<file path="src/csm_pkg.sv">
// ----------------------------------------------------------------------------
// csm_pkg: shared definitions for the contrast stretch core
// Command codes and the depth of the queue between the front and back parts.
// ----------------------------------------------------------------------------
package csm_pkg;

    typedef enum logic {
        CMD_SCAN = 1'b0,
        CMD_MAP  = 1'b1
    } cmd_t;

    localparam int QUEUE_DEPTH    = 4;
    localparam int QUEUE_PTR_BITS = 2;
    localparam int QUEUE_CNT_BITS = QUEUE_PTR_BITS + 1;

endpackage

</file>
<file path="src/csm_queue.sv">
// ----------------------------------------------------------------------------
// csm_queue: short queue between front and back
// Register-based queue that holds pending map requests with their min/max.
// ----------------------------------------------------------------------------
module csm_queue #(
    parameter int WIDTH = 25
) (
    input  logic                              clk,
    input  logic                              rst_n,
    input  logic                              wr,
    input  logic [WIDTH-1:0]                  wr_data,
    input  logic                              rd,
    output logic [WIDTH-1:0]                  rd_data,
    output logic                              q_full,
    output logic                              q_empty,
    output logic [csm_pkg::QUEUE_CNT_BITS-1:0] q_count
);
    import csm_pkg::*;

    logic [WIDTH-1:0]          entry_reg [QUEUE_DEPTH];
    logic [QUEUE_PTR_BITS-1:0] head_reg;
    logic [QUEUE_PTR_BITS-1:0] head_next;
    logic [QUEUE_PTR_BITS-1:0] tail_reg;
    logic [QUEUE_PTR_BITS-1:0] tail_next;
    logic [QUEUE_CNT_BITS-1:0] count_reg;
    logic [QUEUE_CNT_BITS-1:0] count_next;
    logic                      do_wr;
    logic                      do_rd;

    assign q_full  = (count_reg == QUEUE_CNT_BITS'(QUEUE_DEPTH));
    assign q_empty = (count_reg == '0);
    assign q_count = count_reg;
    assign rd_data = entry_reg[head_reg];
    assign do_wr   = wr && !q_full;
    assign do_rd   = rd && !q_empty;

    always_comb
    begin
        head_next  = head_reg;
        tail_next  = tail_reg;
        count_next = count_reg;
        if (do_wr)
        begin
            tail_next = tail_reg + 1'b1;
        end
        if (do_rd)
        begin
            head_next = head_reg + 1'b1;
        end
        if (do_wr && !do_rd)
        begin
            count_next = count_reg + 1'b1;
        end
        else if (do_rd && !do_wr)
        begin
            count_next = count_reg - 1'b1;
        end
    end

    always_ff @(posedge clk or negedge rst_n)
    begin
        if (!rst_n)
        begin
            head_reg  <= '0;
            tail_reg  <= '0;
            count_reg <= '0;
        end
        else
        begin
            head_reg  <= head_next;
            tail_reg  <= tail_next;
            count_reg <= count_next;
        end
    end

    always_ff @(posedge clk)
    begin
        if (do_wr)
        begin
            entry_reg[tail_reg] <= wr_data;
        end
    end

endmodule

</file>
<file path="src/csm_front.sv">
// ----------------------------------------------------------------------------
// csm_front: request intake and min/max tracking
// Scan requests update the frame minimum and maximum; map requests are
// queued together with the current minimum and maximum.
// ----------------------------------------------------------------------------
module csm_front #(
    parameter int PIXEL_BITS = 8
) (
    input  logic                      clk,
    input  logic                      rst_n,
    input  logic                      accept,
    input  logic                      cmd,
    input  logic [PIXEL_BITS-1:0]     pixel,
    input  logic                      in_last,
    output logic                      q_wr,
    output logic [3*PIXEL_BITS:0]     q_wr_data
);
    import csm_pkg::*;

    logic [PIXEL_BITS-1:0] min_reg;
    logic [PIXEL_BITS-1:0] min_next;
    logic [PIXEL_BITS-1:0] max_reg;
    logic [PIXEL_BITS-1:0] max_next;
    logic                  frame_start_reg;
    logic                  frame_start_next;
    logic                  is_scan;

    assign is_scan   = (cmd_t'(cmd) == CMD_SCAN);
    assign q_wr      = accept && !is_scan;
    assign q_wr_data = {in_last, pixel, min_reg, max_reg};

    always_comb
    begin
        min_next         = min_reg;
        max_next         = max_reg;
        frame_start_next = frame_start_reg;
        if (accept && is_scan)
        begin
            if (frame_start_reg)
            begin
                min_next = pixel;
                max_next = pixel;
            end
            else
            begin
                if (pixel < min_reg)
                begin
                    min_next = pixel;
                end
                if (pixel > max_reg)
                begin
                    max_next = pixel;
                end
            end
            frame_start_next = in_last;
        end
    end

    always_ff @(posedge clk or negedge rst_n)
    begin
        if (!rst_n)
        begin
            min_reg         <= '1;
            max_reg         <= '0;
            frame_start_reg <= 1'b1;
        end
        else
        begin
            min_reg         <= min_next;
            max_reg         <= max_next;
            frame_start_reg <= frame_start_next;
        end
    end

endmodule

</file>
<file path="src/csm_back.sv">
// ----------------------------------------------------------------------------
// csm_back: stretch computation and result register
// Takes queued map requests, resolves the special cases, and runs a
// restoring divider one quotient bit per cycle for the rounded stretch.
// ----------------------------------------------------------------------------
module csm_back #(
    parameter int PIXEL_BITS = 8
) (
    input  logic                      clk,
    input  logic                      rst_n,
    input  logic                      q_empty,
    input  logic [3*PIXEL_BITS:0]     q_rd_data,
    output logic                      q_rd,
    input  logic                      pop,
    output logic                      empty,
    output logic [PIXEL_BITS-1:0]     out_pixel,
    output logic                      out_last,
    output logic                      flat_image
);
    import csm_pkg::*;

    localparam int PB      = PIXEL_BITS;
    localparam int CW      = $clog2(PB + 1);
    localparam int NW      = 2 * PB + 1;

    typedef enum logic [1:0] {
        ST_IDLE,
        ST_DIV,
        ST_HOLD
    } state_t;

    state_t          state_reg;
    state_t          state_next;
    logic [PB:0]     rem_reg;
    logic [PB:0]     rem_next;
    logic [PB-1:0]   quo_reg;
    logic [PB-1:0]   quo_next;
    logic [PB:0]     den_reg;
    logic [PB:0]     den_next;
    logic [CW-1:0]   cnt_reg;
    logic [CW-1:0]   cnt_next;
    logic [PB-1:0]   res_pixel_reg;
    logic [PB-1:0]   res_pixel_next;
    logic            res_last_reg;
    logic            res_last_next;
    logic            res_flat_reg;
    logic            res_flat_next;
    logic [PB-1:0]   out_pixel_reg;
    logic [PB-1:0]   out_pixel_next;
    logic            out_last_reg;
    logic            out_last_next;
    logic            out_flat_reg;
    logic            out_flat_next;
    logic            out_valid_reg;
    logic            out_valid_next;

    logic            e_last;
    logic [PB-1:0]   e_pixel;
    logic [PB-1:0]   e_min;
    logic [PB-1:0]   e_max;
    logic [PB-1:0]   span;
    logic [PB-1:0]   offset;
    logic [2*PB-1:0] scaled;
    logic [NW-1:0]   numer;
    logic [PB+1:0]   trial;
    logic [PB+1:0]   diff;
    logic [PB:0]     quo_shift;
    logic            qbit;

    assign {e_last, e_pixel, e_min, e_max} = q_rd_data;
    assign span   = e_max - e_min;
    assign offset = e_pixel - e_min;
    // offset * (2^PB - 1) without a multiplier.
    assign scaled = {offset, {PB{1'b0}}} - {{PB{1'b0}}, offset};
    assign numer  = {scaled, 1'b0} + {{(PB + 1){1'b0}}, span};

    assign trial     = {rem_reg, quo_reg[PB-1]};
    assign diff      = trial - {1'b0, den_reg};
    assign qbit      = !diff[PB+1];
    assign quo_shift = {quo_reg, qbit};

    assign empty      = !out_valid_reg;
    assign out_pixel  = out_pixel_reg;
    assign out_last   = out_last_reg;
    assign flat_image = out_flat_reg;

    always_comb
    begin
        state_next     = state_reg;
        rem_next       = rem_reg;
        quo_next       = quo_reg;
        den_next       = den_reg;
        cnt_next       = cnt_reg;
        res_pixel_next = res_pixel_reg;
        res_last_next  = res_last_reg;
        res_flat_next  = res_flat_reg;
        out_pixel_next = out_pixel_reg;
        out_last_next  = out_last_reg;
        out_flat_next  = out_flat_reg;
        out_valid_next = out_valid_reg;
        q_rd           = 1'b0;

        if (pop && out_valid_reg)
        begin
            out_valid_next = 1'b0;
        end

        unique case (state_reg)
            ST_IDLE:
            begin
                if (!q_empty)
                begin
                    q_rd          = 1'b1;
                    res_last_next = e_last;
                    res_flat_next = 1'b0;
                    priority if (e_max <= e_min)
                    begin
                        res_flat_next  = 1'b1;
                        res_pixel_next = '0;
                        state_next     = ST_HOLD;
                    end
                    else if (e_pixel <= e_min)
                    begin
                        res_pixel_next = '0;
                        state_next     = ST_HOLD;
                    end
                    else if (e_pixel >= e_max)
                    begin
                        res_pixel_next = '1;
                        state_next     = ST_HOLD;
                    end
                    else
                    begin
                        // The quotient is known to fit in PB bits, so the upper
                        // numerator bits already sit below the divisor.
                        rem_next   = numer[NW-1:PB];
                        quo_next   = numer[PB-1:0];
                        den_next   = {span, 1'b0};
                        cnt_next   = CW'(PB - 1);
                        state_next = ST_DIV;
                    end
                end
            end
            ST_DIV:
            begin
                if (qbit)
                begin
                    rem_next = diff[PB:0];
                end
                else
                begin
                    rem_next = trial[PB:0];
                end
                quo_next = quo_shift[PB-1:0];
                cnt_next = cnt_reg - 1'b1;
                if (cnt_reg == '0)
                begin
                    res_pixel_next = quo_shift[PB-1:0];
                    state_next     = ST_HOLD;
                end
            end
            ST_HOLD:
            begin
                if (!out_valid_reg || pop)
                begin
                    out_pixel_next = res_pixel_reg;
                    out_last_next  = res_last_reg;
                    out_flat_next  = res_flat_reg;
                    out_valid_next = 1'b1;
                    state_next     = ST_IDLE;
                end
            end
            default:
            begin
                state_next = ST_IDLE;
            end
        endcase
    end

    always_ff @(posedge clk or negedge rst_n)
    begin
        if (!rst_n)
        begin
            state_reg     <= ST_IDLE;
            cnt_reg       <= '0;
            out_valid_reg <= 1'b0;
            rem_reg       <= '0;
            quo_reg       <= '0;
            den_reg       <= '0;
            res_pixel_reg <= '0;
            res_last_reg  <= 1'b0;
            res_flat_reg  <= 1'b0;
            out_pixel_reg <= '0;
            out_last_reg  <= 1'b0;
            out_flat_reg  <= 1'b0;
        end
        else
        begin
            state_reg     <= state_next;
            cnt_reg       <= cnt_next;
            out_valid_reg <= out_valid_next;
            rem_reg       <= rem_next;
            quo_reg       <= quo_next;
            den_reg       <= den_next;
            res_pixel_reg <= res_pixel_next;
            res_last_reg  <= res_last_next;
            res_flat_reg  <= res_flat_next;
            out_pixel_reg <= out_pixel_next;
            out_last_reg  <= out_last_next;
            out_flat_reg  <= out_flat_next;
        end
    end

endmodule

</file>
<file path="src/contrast_stretch_minmax_core.sv">
// Timing: a scan request takes effect in the next cycle and gives no result. A map
// request passes the queue, ST_IDLE, ST_DIV (skipped in the special cases), ST_HOLD
// and the output register. Scan requests run one per cycle while the queue is not
// full; map requests are finished one at a time; a 4-entry queue absorbs bursts.
// Reset: asynchronous; min 2^PIXEL_BITS - 1, max 0, new frame, queue and result empty.
// ----------------------------------------------------------------------------
// contrast_stretch_minmax_core: min/max linear contrast stretch
// Two-pass grey-level stretch: scan requests find the frame range, map
// requests return the rounded, clipped stretched pixel or a flat flag.
// ----------------------------------------------------------------------------
module contrast_stretch_minmax_core #(
    parameter int PIXEL_BITS = 8
) (
    input  logic                  clk,
    input  logic                  rst_n,
    input  logic                  push,
    output logic                  full,
    input  logic                  cmd,
    input  logic [PIXEL_BITS-1:0] pixel,
    input  logic                  in_last,
    output logic                  empty,
    input  logic                  pop,
    output logic [PIXEL_BITS-1:0] out_pixel,
    output logic                  out_last,
    output logic                  flat_image
);
    import csm_pkg::*;

    localparam int EW = 3 * PIXEL_BITS + 1;

    logic                      accept;
    logic                      q_wr;
    logic [EW-1:0]             q_wr_data;
    logic                      q_rd;
    logic [EW-1:0]             q_rd_data;
    logic                      q_full;
    logic                      q_empty;
    logic [QUEUE_CNT_BITS-1:0] q_count;

    assign full   = q_full;
    assign accept = push && !q_full;

    csm_front #(
        .PIXEL_BITS (PIXEL_BITS)
    ) u_front (
        .clk       (clk),
        .rst_n     (rst_n),
        .accept    (accept),
        .cmd       (cmd),
        .pixel     (pixel),
        .in_last   (in_last),
        .q_wr      (q_wr),
        .q_wr_data (q_wr_data)
    );

    csm_queue #(
        .WIDTH (EW)
    ) u_queue (
        .clk     (clk),
        .rst_n   (rst_n),
        .wr      (q_wr),
        .wr_data (q_wr_data),
        .rd      (q_rd),
        .rd_data (q_rd_data),
        .q_full  (q_full),
        .q_empty (q_empty),
        .q_count (q_count)
    );

    csm_back #(
        .PIXEL_BITS (PIXEL_BITS)
    ) u_back (
        .clk        (clk),
        .rst_n      (rst_n),
        .q_empty    (q_empty),
        .q_rd_data  (q_rd_data),
        .q_rd       (q_rd),
        .pop        (pop),
        .empty      (empty),
        .out_pixel  (out_pixel),
        .out_last   (out_last),
        .flat_image (flat_image)
    );

`ifndef ASSERT_OFF
    // A flat image always reports a zero pixel.
    assert property (@(posedge clk) disable iff (!rst_n)
        (!empty && flat_image) |-> (out_pixel == '0))
    else $error("flat image result with nonzero pixel");

    // The queue never holds more than its depth.
    assert property (@(posedge clk) disable iff (!rst_n)
        q_count <= QUEUE_CNT_BITS'(QUEUE_DEPTH))
    else $error("queue count above depth");

    // A map request accepted into an empty queue is counted on the next cycle
    // unless the back part took one in the same cycle.
    assert property (@(posedge clk) disable iff (!rst_n)
        (q_wr && !q_rd && q_empty) |=> !q_empty)
    else $error("queued map request lost");
`endif

endmodule
</file>
<file path="config.mk">
export PLATFORM = sky130hd
export DESIGN_NAME = contrast_stretch_minmax_core
export DESIGN_NICKNAME = d
export VERILOG_FILES = /design/src/csm_pkg.sv /design/src/csm_queue.sv /design/src/csm_front.sv /design/src/csm_back.sv /design/src/contrast_stretch_minmax_core.sv
export SDC_FILE = /design/constraint.sdc
export NUM_CORES = 1
export LEC_CHECK = 0
export BUFFER_PORTS_ARGS = -buffer_cell sky130_fd_sc_hd__buf_2
export CAP_MARGIN = 0
export CORE_MARGIN = 5
export CORE_UTILIZATION = 65
export CTS_BUF_LIST = sky130_fd_sc_hd__clkbuf_8
export DETAILED_ROUTE_END_ITERATION = 10
export GPL_ROUTABILITY_DRIVEN = 1
export HOLD_SLACK_MARGIN = 0.06
export PLACE_DENSITY_LB_ADDON = 0.05
export SETUP_SLACK_MARGIN = 0.02
export SLEW_MARGIN = 20
export SYNTH_ARGS = -nofsm -noshare
export SYNTH_HDL_FRONTEND = slang
export SYNTH_SLANG_ARGS = --single-unit
export TNS_END_PERCENT = 5
</file>
<file path="constraint.sdc">
create_clock -name clk -period 12.5 [get_ports clk]
set_input_delay 1.25 -clock clk [delete_from_list [all_inputs] [get_ports clk]]
set_output_delay 1.25 -clock clk [all_outputs]
set_load 0.03 [all_outputs]
</file>
==> results of run 1 <==
[layer usage]
metal | vias up | global-route usage
li1 | 2787 | -
met1 | 2915 | 0.2921
met2 | 124 | 0.4116
met3 | 39 | 0.04411
met4 | 0 | 0.08863
met5 | - | 0
[final timing paths]
kind	from	end	slack (ps)	depth (start not counted)
setup / recovery	u_queue.head_reg[0]$_DFFE_PN0P_	u_back.rem_reg[8]$_DFFE_PN0P_	7320	18
hold / removal	u_back.den_reg[1]$_DFFE_PN0P_	u_back.den_reg[1]$_DFFE_PN0P_	510	2
max in group asynchronous	rst_n	u_back.state_reg[0]$_DFFE_PN0P_	11230	2
hold reg to reg	u_back.den_reg[1]$_DFFE_PN0P_	u_back.den_reg[1]$_DFFE_PN0P_	510	2
setup reg to reg	u_queue.head_reg[0]$_DFFE_PN0P_	u_back.rem_reg[8]$_DFFE_PN0P_	7320	18
min in group asynchronous	rst_n	u_back.rem_reg[6]$_DFFE_PN0P_	690	1
[tightest hold or removal path: stages, from the launching register on]
cell     delay [ps]
dfrtp_1         370
nand2_1          50
o21ai_0          60
[cell usage in the layout (no fill, tap or decap), drive strengths merged, types with 22 or more instances in the layout]
cell,n
edfxtp,100
dfrtp,67
ha,63
inv,63
nor2,45
nand2,40
mux2,38
o21ai,36
buf,33
a21oi,29
mux4,25
xnor2,22
[cells by family (layout without fill, tap and decap cells)]
logic type,Yosys count,in the layout
AND/OR/NAND/NOR,164,164
buffers and inverters,82,124
multiplexers,67,67
XOR/XNOR,36,36
adder cells (fa/ha/maj),68,68
flip-flops,176,176
AO/OA/AOI/OAI,146,146
[metrics by stage]
step,area [sq um],std cells
finish,10020,961
global route,10020,961
global placement,9573,928
CTS,9990,960
floorplan,9271,739
detailed placement,9573,928
[final cells by class]
type,count,share of cell area
multi-input cells,481,0.4025
clock buffers,17,0.02335
clock inverters,15,0.01823
inverters,59,0.02210
flip-flops and latches,176,0.4906
repair buffers,33,0.02073
well taps,180,0.02247
==> flow_summary.json, run 1 <==
{
  "status": "complete, no violations",
  "crit_chain": "buf_4 > mux4_2 > inv_1 > ha_1 > inv_1 > fa_1 > xnor2_1 > nand2_1 > xnor2_1 > ha_1 > o21ai_0 > o21ai_0 > nand2_1 > nor3_1 > a22o_2 > nand3_1 > or4b_2 > nand3_1",
  "slew_violations": 0,
  "route.met3.wl_um": 606,
  "hp-class": "flip-flop to flip-flop",
  "critical-path-top-delay-family": "simple AND/OR/NAND/NOR gates",
  "viasPerCell": 6.103,
  "dp_slack_ps": 7380,
  "multi_input_area_sq_mm": 0.004034,
  "hold_violations": 0,
  "synth-xor-area-share": 0.03401,
  "core-area_sq_mm": 0.01393,
  "diodes": 0,
  "max-cap-violations": 0,
  "syn-num-nets": 821,
  "rows": 43,
  "cts_tree": "built",
  "layout_min_cycle_time_ps": 5183,
  "cp.required_ps": 12890,
  "gp_congestion": 0.8879,
  "finalSetupViolations": 0,
  "die-area_sq_mm": 0.01675,
  "yosys.area.top_type": "edfxtp_1",
  "synthFlopType": "edfxtp_1",
  "synth_top_family_by_area": "multiplexers",
  "wl_per_cell_um": 18.79,
  "nets": 850,
  "synth-seq-area-share": 0.5302,
  "area_growth_pct": 8.084,
  "cts_buffers": 17,
  "synth.most_common_cell": "edfxtp_1",
  "clk_pin_slew_worst_paths_ps": 90,
  "endpoint_kind": "flip-flop",
  "ios": 26,
  "grt_pass1_vias": 6052,
  "fill_cells": 1011,
  "worst_slack_ps": 7317,
  "track_usage": 0.2350,
  "antenna_found_initial": 0,
  "start_util": 0.6653,
  "clk_latency_ps": 460,
  "synth_edf_count": 100,
  "drc": 0,
  "die_w_um": 129.4,
  "yosysUniqueCellTypes": 71,
  "synth-seq-cells": 176,
  "cts_resized": 0,
  "largest_reg_flops": 100,
  "critPathLaunchType": "flip-flop",
  "wl_met2_um": 9278,
  "dp_hpwl_um": 13000,
  "wl_met1_um": 7644,
  "synth_area_leaders": "edfxtp_1, dfrtp_1, ha_1",
  "cts.sinks": 176,
  "yosysWarnings": 0,
  "final_util": 0.7191,
  "rsz0062_at_grt": "no",
  "clockBufferDepth": 2,
  "h-tree-depth": 4,
  "vias": 5865,
  "synthAdderAreaFrac": 0.09582,
  "crit_arrival_ps": 5570,
  "slew_headroom": 0.2979,
  "tightest_slew_ps": 1050,
  "drive_above_1_share": 0.1895,
  "synthMuxAreaShare": 0.1112,
  "synthSimpleGateAreaFrac": 0.08947,
  "worst_hold_slack_ps": 508.3,
  "yosys-top-cells-count": "edfxtp_1, dfrtp_1, ha_1",
  "min_period_over_period": 0.4146,
  "post_cts.repair.setup_buffers": 0,
  "synth_top_area_share": 0.3239,
  "avgSynthCellArea_sq_um": 12.55,
  "max_freq_mhz": 192.9,
  "regArea_sq_mm": 0.004916,
  "cts_root_buffer": "clkbuf_8",
  "wl_um": 18060,
  "critPathBufInv": 3,
  "syn_area_sq_mm": 0.009271,
  "synth_compound_area_frac": 0.1042,
  "finClkSkew_ps": 12.42,
  "cts-hold-fix-buffers": 0,
  "cp_slowest_cell": "or4b_2",
  "synth_cells": 739,
  "grt_pass1_wl_um": 30120,
  "worstSetupPathType": "flip-flop to flip-flop",
  "cp_max_fo": 27,
  "cpPeakStageDelay_ps": 670,
  "async_flop_share": 0.4318,
  "first_pass_iters": 5,
  "grt_max_degree": 77,
  "highest_layer": "met4",
  "setup_tns_ps": 0,
  "io_buffers": 25,
  "die_y_um": 129.4,
  "overflow": 0,
  "drt_iter0_drc": 308,
  "ant_nets": 0
}
Power of run 1 is left out: the tool's default activity adds up to more than one toggle a clock period on the data nets, which glitch-free logic cannot reach.
==> run 2: changes to the inputs <==
Clock period 12.5 ns to 5.33 ns, I/O delays scaled along.
==> run 2 against run 1 <==
Effect of this change:
- flip-flop and latch count stayed put
- non-clock buffer count is 8 higher
- critical path type unchanged
- maximum frequency is 4.2% higher
- design area is 0.30% higher
- die area stayed put
- wire length is 2.4% higher
- register-to-register slack worse by 7000 ps
- core utilization is 0.22 points higher
==> flow_summary.json, run 2 (synthesis results as in run 1) <==
{
  "status": "complete, no violations",
  "setup_tns_ps": 0,
  "critPathBufInv": 2,
  "viasPerCell": 5.983,
  "stdcell_area_sq_mm": 0.01005,
  "critical-path-top-delay-family": "simple AND/OR/NAND/NOR gates",
  "rsz0062_at_grt": "no",
  "area_growth_pct": 8.408,
  "grt_max_degree": 77,
  "min_period_over_period": 0.9329,
  "crit_arrival_ps": 5380,
  "diodes": 0,
  "cp_max_fo": 10,
  "clk_latency_ps": 470,
  "stdcell_count": 969,
  "cp.required_ps": 5740,
  "gp_congestion": 0.8665,
  "dp_hpwl_um": 13840,
  "io_buffers": 25,
  "critPathLaunchType": "flip-flop",
  "die_y_um": 129.4,
  "wl_per_cell_um": 19.09,
  "slew_headroom": 0.3389,
  "rows": 43,
  "h-tree-depth": 4,
  "hold_violations": 0,
  "layout_min_cycle_time_ps": 4973,
  "grt_pass1_vias": 6042,
  "max-cap-violations": 0,
  "cts_tree": "built",
  "cts_root_buffer": "clkbuf_8",
  "dp.cells": 937,
  "drive_above_1_share": 0.1990,
  "finalSetupViolations": 0,
  "endpoint_kind": "flip-flop",
  "die_w_um": 129.4,
  "cts_resized": 0,
  "rr_endpoint": "u_back.rem_reg[8]$_DFFE_PN0P_",
  "hp-class": "input port to asynchronous set/reset pin",
  "final_cell_mix": "edfxtp_1, dfrtp_1, ha_1, inv_1, nor2_1",
  "fill_cells": 927,
  "core-area_sq_mm": 0.01393,
  "drt_iter0_drc": 353,
  "antenna_found_initial": 0,
  "slew_violations": 0,
  "cts-hold-fix-buffers": 0,
  "reg2reg_slack_ps": 360,
  "reg2reg_depth": 19,
  "ios": 26,
  "tightest_slew_ps": 988.3,
  "worstReg2RegStart": "u_queue.head_reg[0]$_DFFE_PN0P_",
  "vias": 5798,
  "place_area_sq_mm": 0.009653,
  "clockBufferDepth": 2,
  "die-area_sq_mm": 0.01675,
  "finClkSkew_ps": 12.13,
  "cp_slowest_cell": "or4b_2",
  "largest_reg_flops": 100,
  "wl_um": 18500,
  "max_freq_mhz": 201.1,
  "grt_pass1_wl_um": 30240,
  "worstSetupPathType": "flip-flop to flip-flop",
  "cts.sinks": 176,
  "nets": 858,
  "cts_buffers": 17,
  "start_util": 0.6653,
  "crit_chain": "buf_4 > mux4_2 > inv_1 > ha_1 > a21oi_1 > o22ai_1 > or3_1 > a211oi_1 > nand2_1 > xnor2_1 > ha_1 > nor2_1 > nor2_1 > nand2_1 > nor3_1 > a22o_2 > nand3_1 > or4b_2 > nand3_1",
  "clk_pin_slew_worst_paths_ps": 90,
  "first_pass_iters": 4,
  "drc": 0,
  "cpPeakStageDelay_ps": 650,
  "overflow": 0,
  "ant_nets": 0,
  "track_usage": 0.2381,
  "post_cts.repair.setup_buffers": 0,
  "final_common_cell": "edfxtp_1"
}
[run 2: cell types whose count changed in the layout (fill, tap and decap cells not counted), moves of 2 or more]
cell | before | now
inv_1 | 59 | 61
bufinv_16 | 3 | 1
clkinv_1 | 2 | 0
buf_4 | 8 | 15
clkinv_4 | 4 | 1
inv_6 | 2 | 5
dfrtp_1 | 67 | 65
clkinv_8 | 0 | 2
[run 2: through the flow]
| stage | worst slack (ps) | utilization | hold WS [ps] |
|---|---|---|---|
| after detailed placement | 221.7 | 0.6927 | 493.7 |
| after floorplan | 35.70 | - | 237.4 |
| after global placement | 296.5 | 0.6927 | 475.9 |
| after global routing | 52.58 | 0.7213 | 123.6 |
| final | 357.4 | 0.7213 | 97.51 |
| after CTS | 141.9 | 0.7207 | 252.2 |
[run 2: area by class of cell]
cell class                      count  area (sq um)  share of cell area
Sequential cell                   176          4921              0.4896
Multi-Input combinational cell    481          4030              0.4010
Timing Repair Buffer               41         264.0             0.02627
Clock buffer                       17         234.0             0.02328
Tap cell                          180         225.2             0.02241
Inverter                           59         221.5             0.02203
Clock inverter                     15         155.1             0.01544
[run 2: how the worst max path moves through the flow]
stage | cells past startpoint | slack (ps) | to | from
after floorplan | 20 | 40 | u_back.rem_reg[8]$_DFFE_PN0P_ | u_queue.head_reg[0]$_DFFE_PN0P_
after global placement | 20 | 300 | u_back.rem_reg[8]$_DFFE_PN0P_ | u_queue.head_reg[0]$_DFFE_PN0P_
after detailed placement | 20 | 220 | u_back.rem_reg[8]$_DFFE_PN0P_ | u_queue.head_reg[0]$_DFFE_PN0P_
after CTS | 20 | 140 | u_back.rem_reg[8]$_DFFE_PN0P_ | u_queue.head_reg[0]$_DFFE_PN0P_
after global routing | 19 | 50 | u_back.rem_reg[8]$_DFFE_PN0P_ | u_queue.head_reg[0]$_DFFE_PN0P_
final | 19 | 360 | u_back.rem_reg[8]$_DFFE_PN0P_ | u_queue.head_reg[0]$_DFFE_PN0P_
[run 2: per-layer routing]
| layer | wire (um) | vias to the layer above | GRT usage | share of wire |
|---|---|---|---|---|
| met4 | 575 | 0 | 0.09108 | 0.031 |
| met2 | 9785 | 93 | 0.4250 | 0.53 |
| met3 | 579 | 39 | 0.05153 | 0.031 |
| met5 | 0 | - | 0 | 0 |
| li1 | - | 2805 | - | - |
| met1 | 7554 | 2861 | 0.2835 | 0.41 |
Power of run 2 is left out for the same reason.
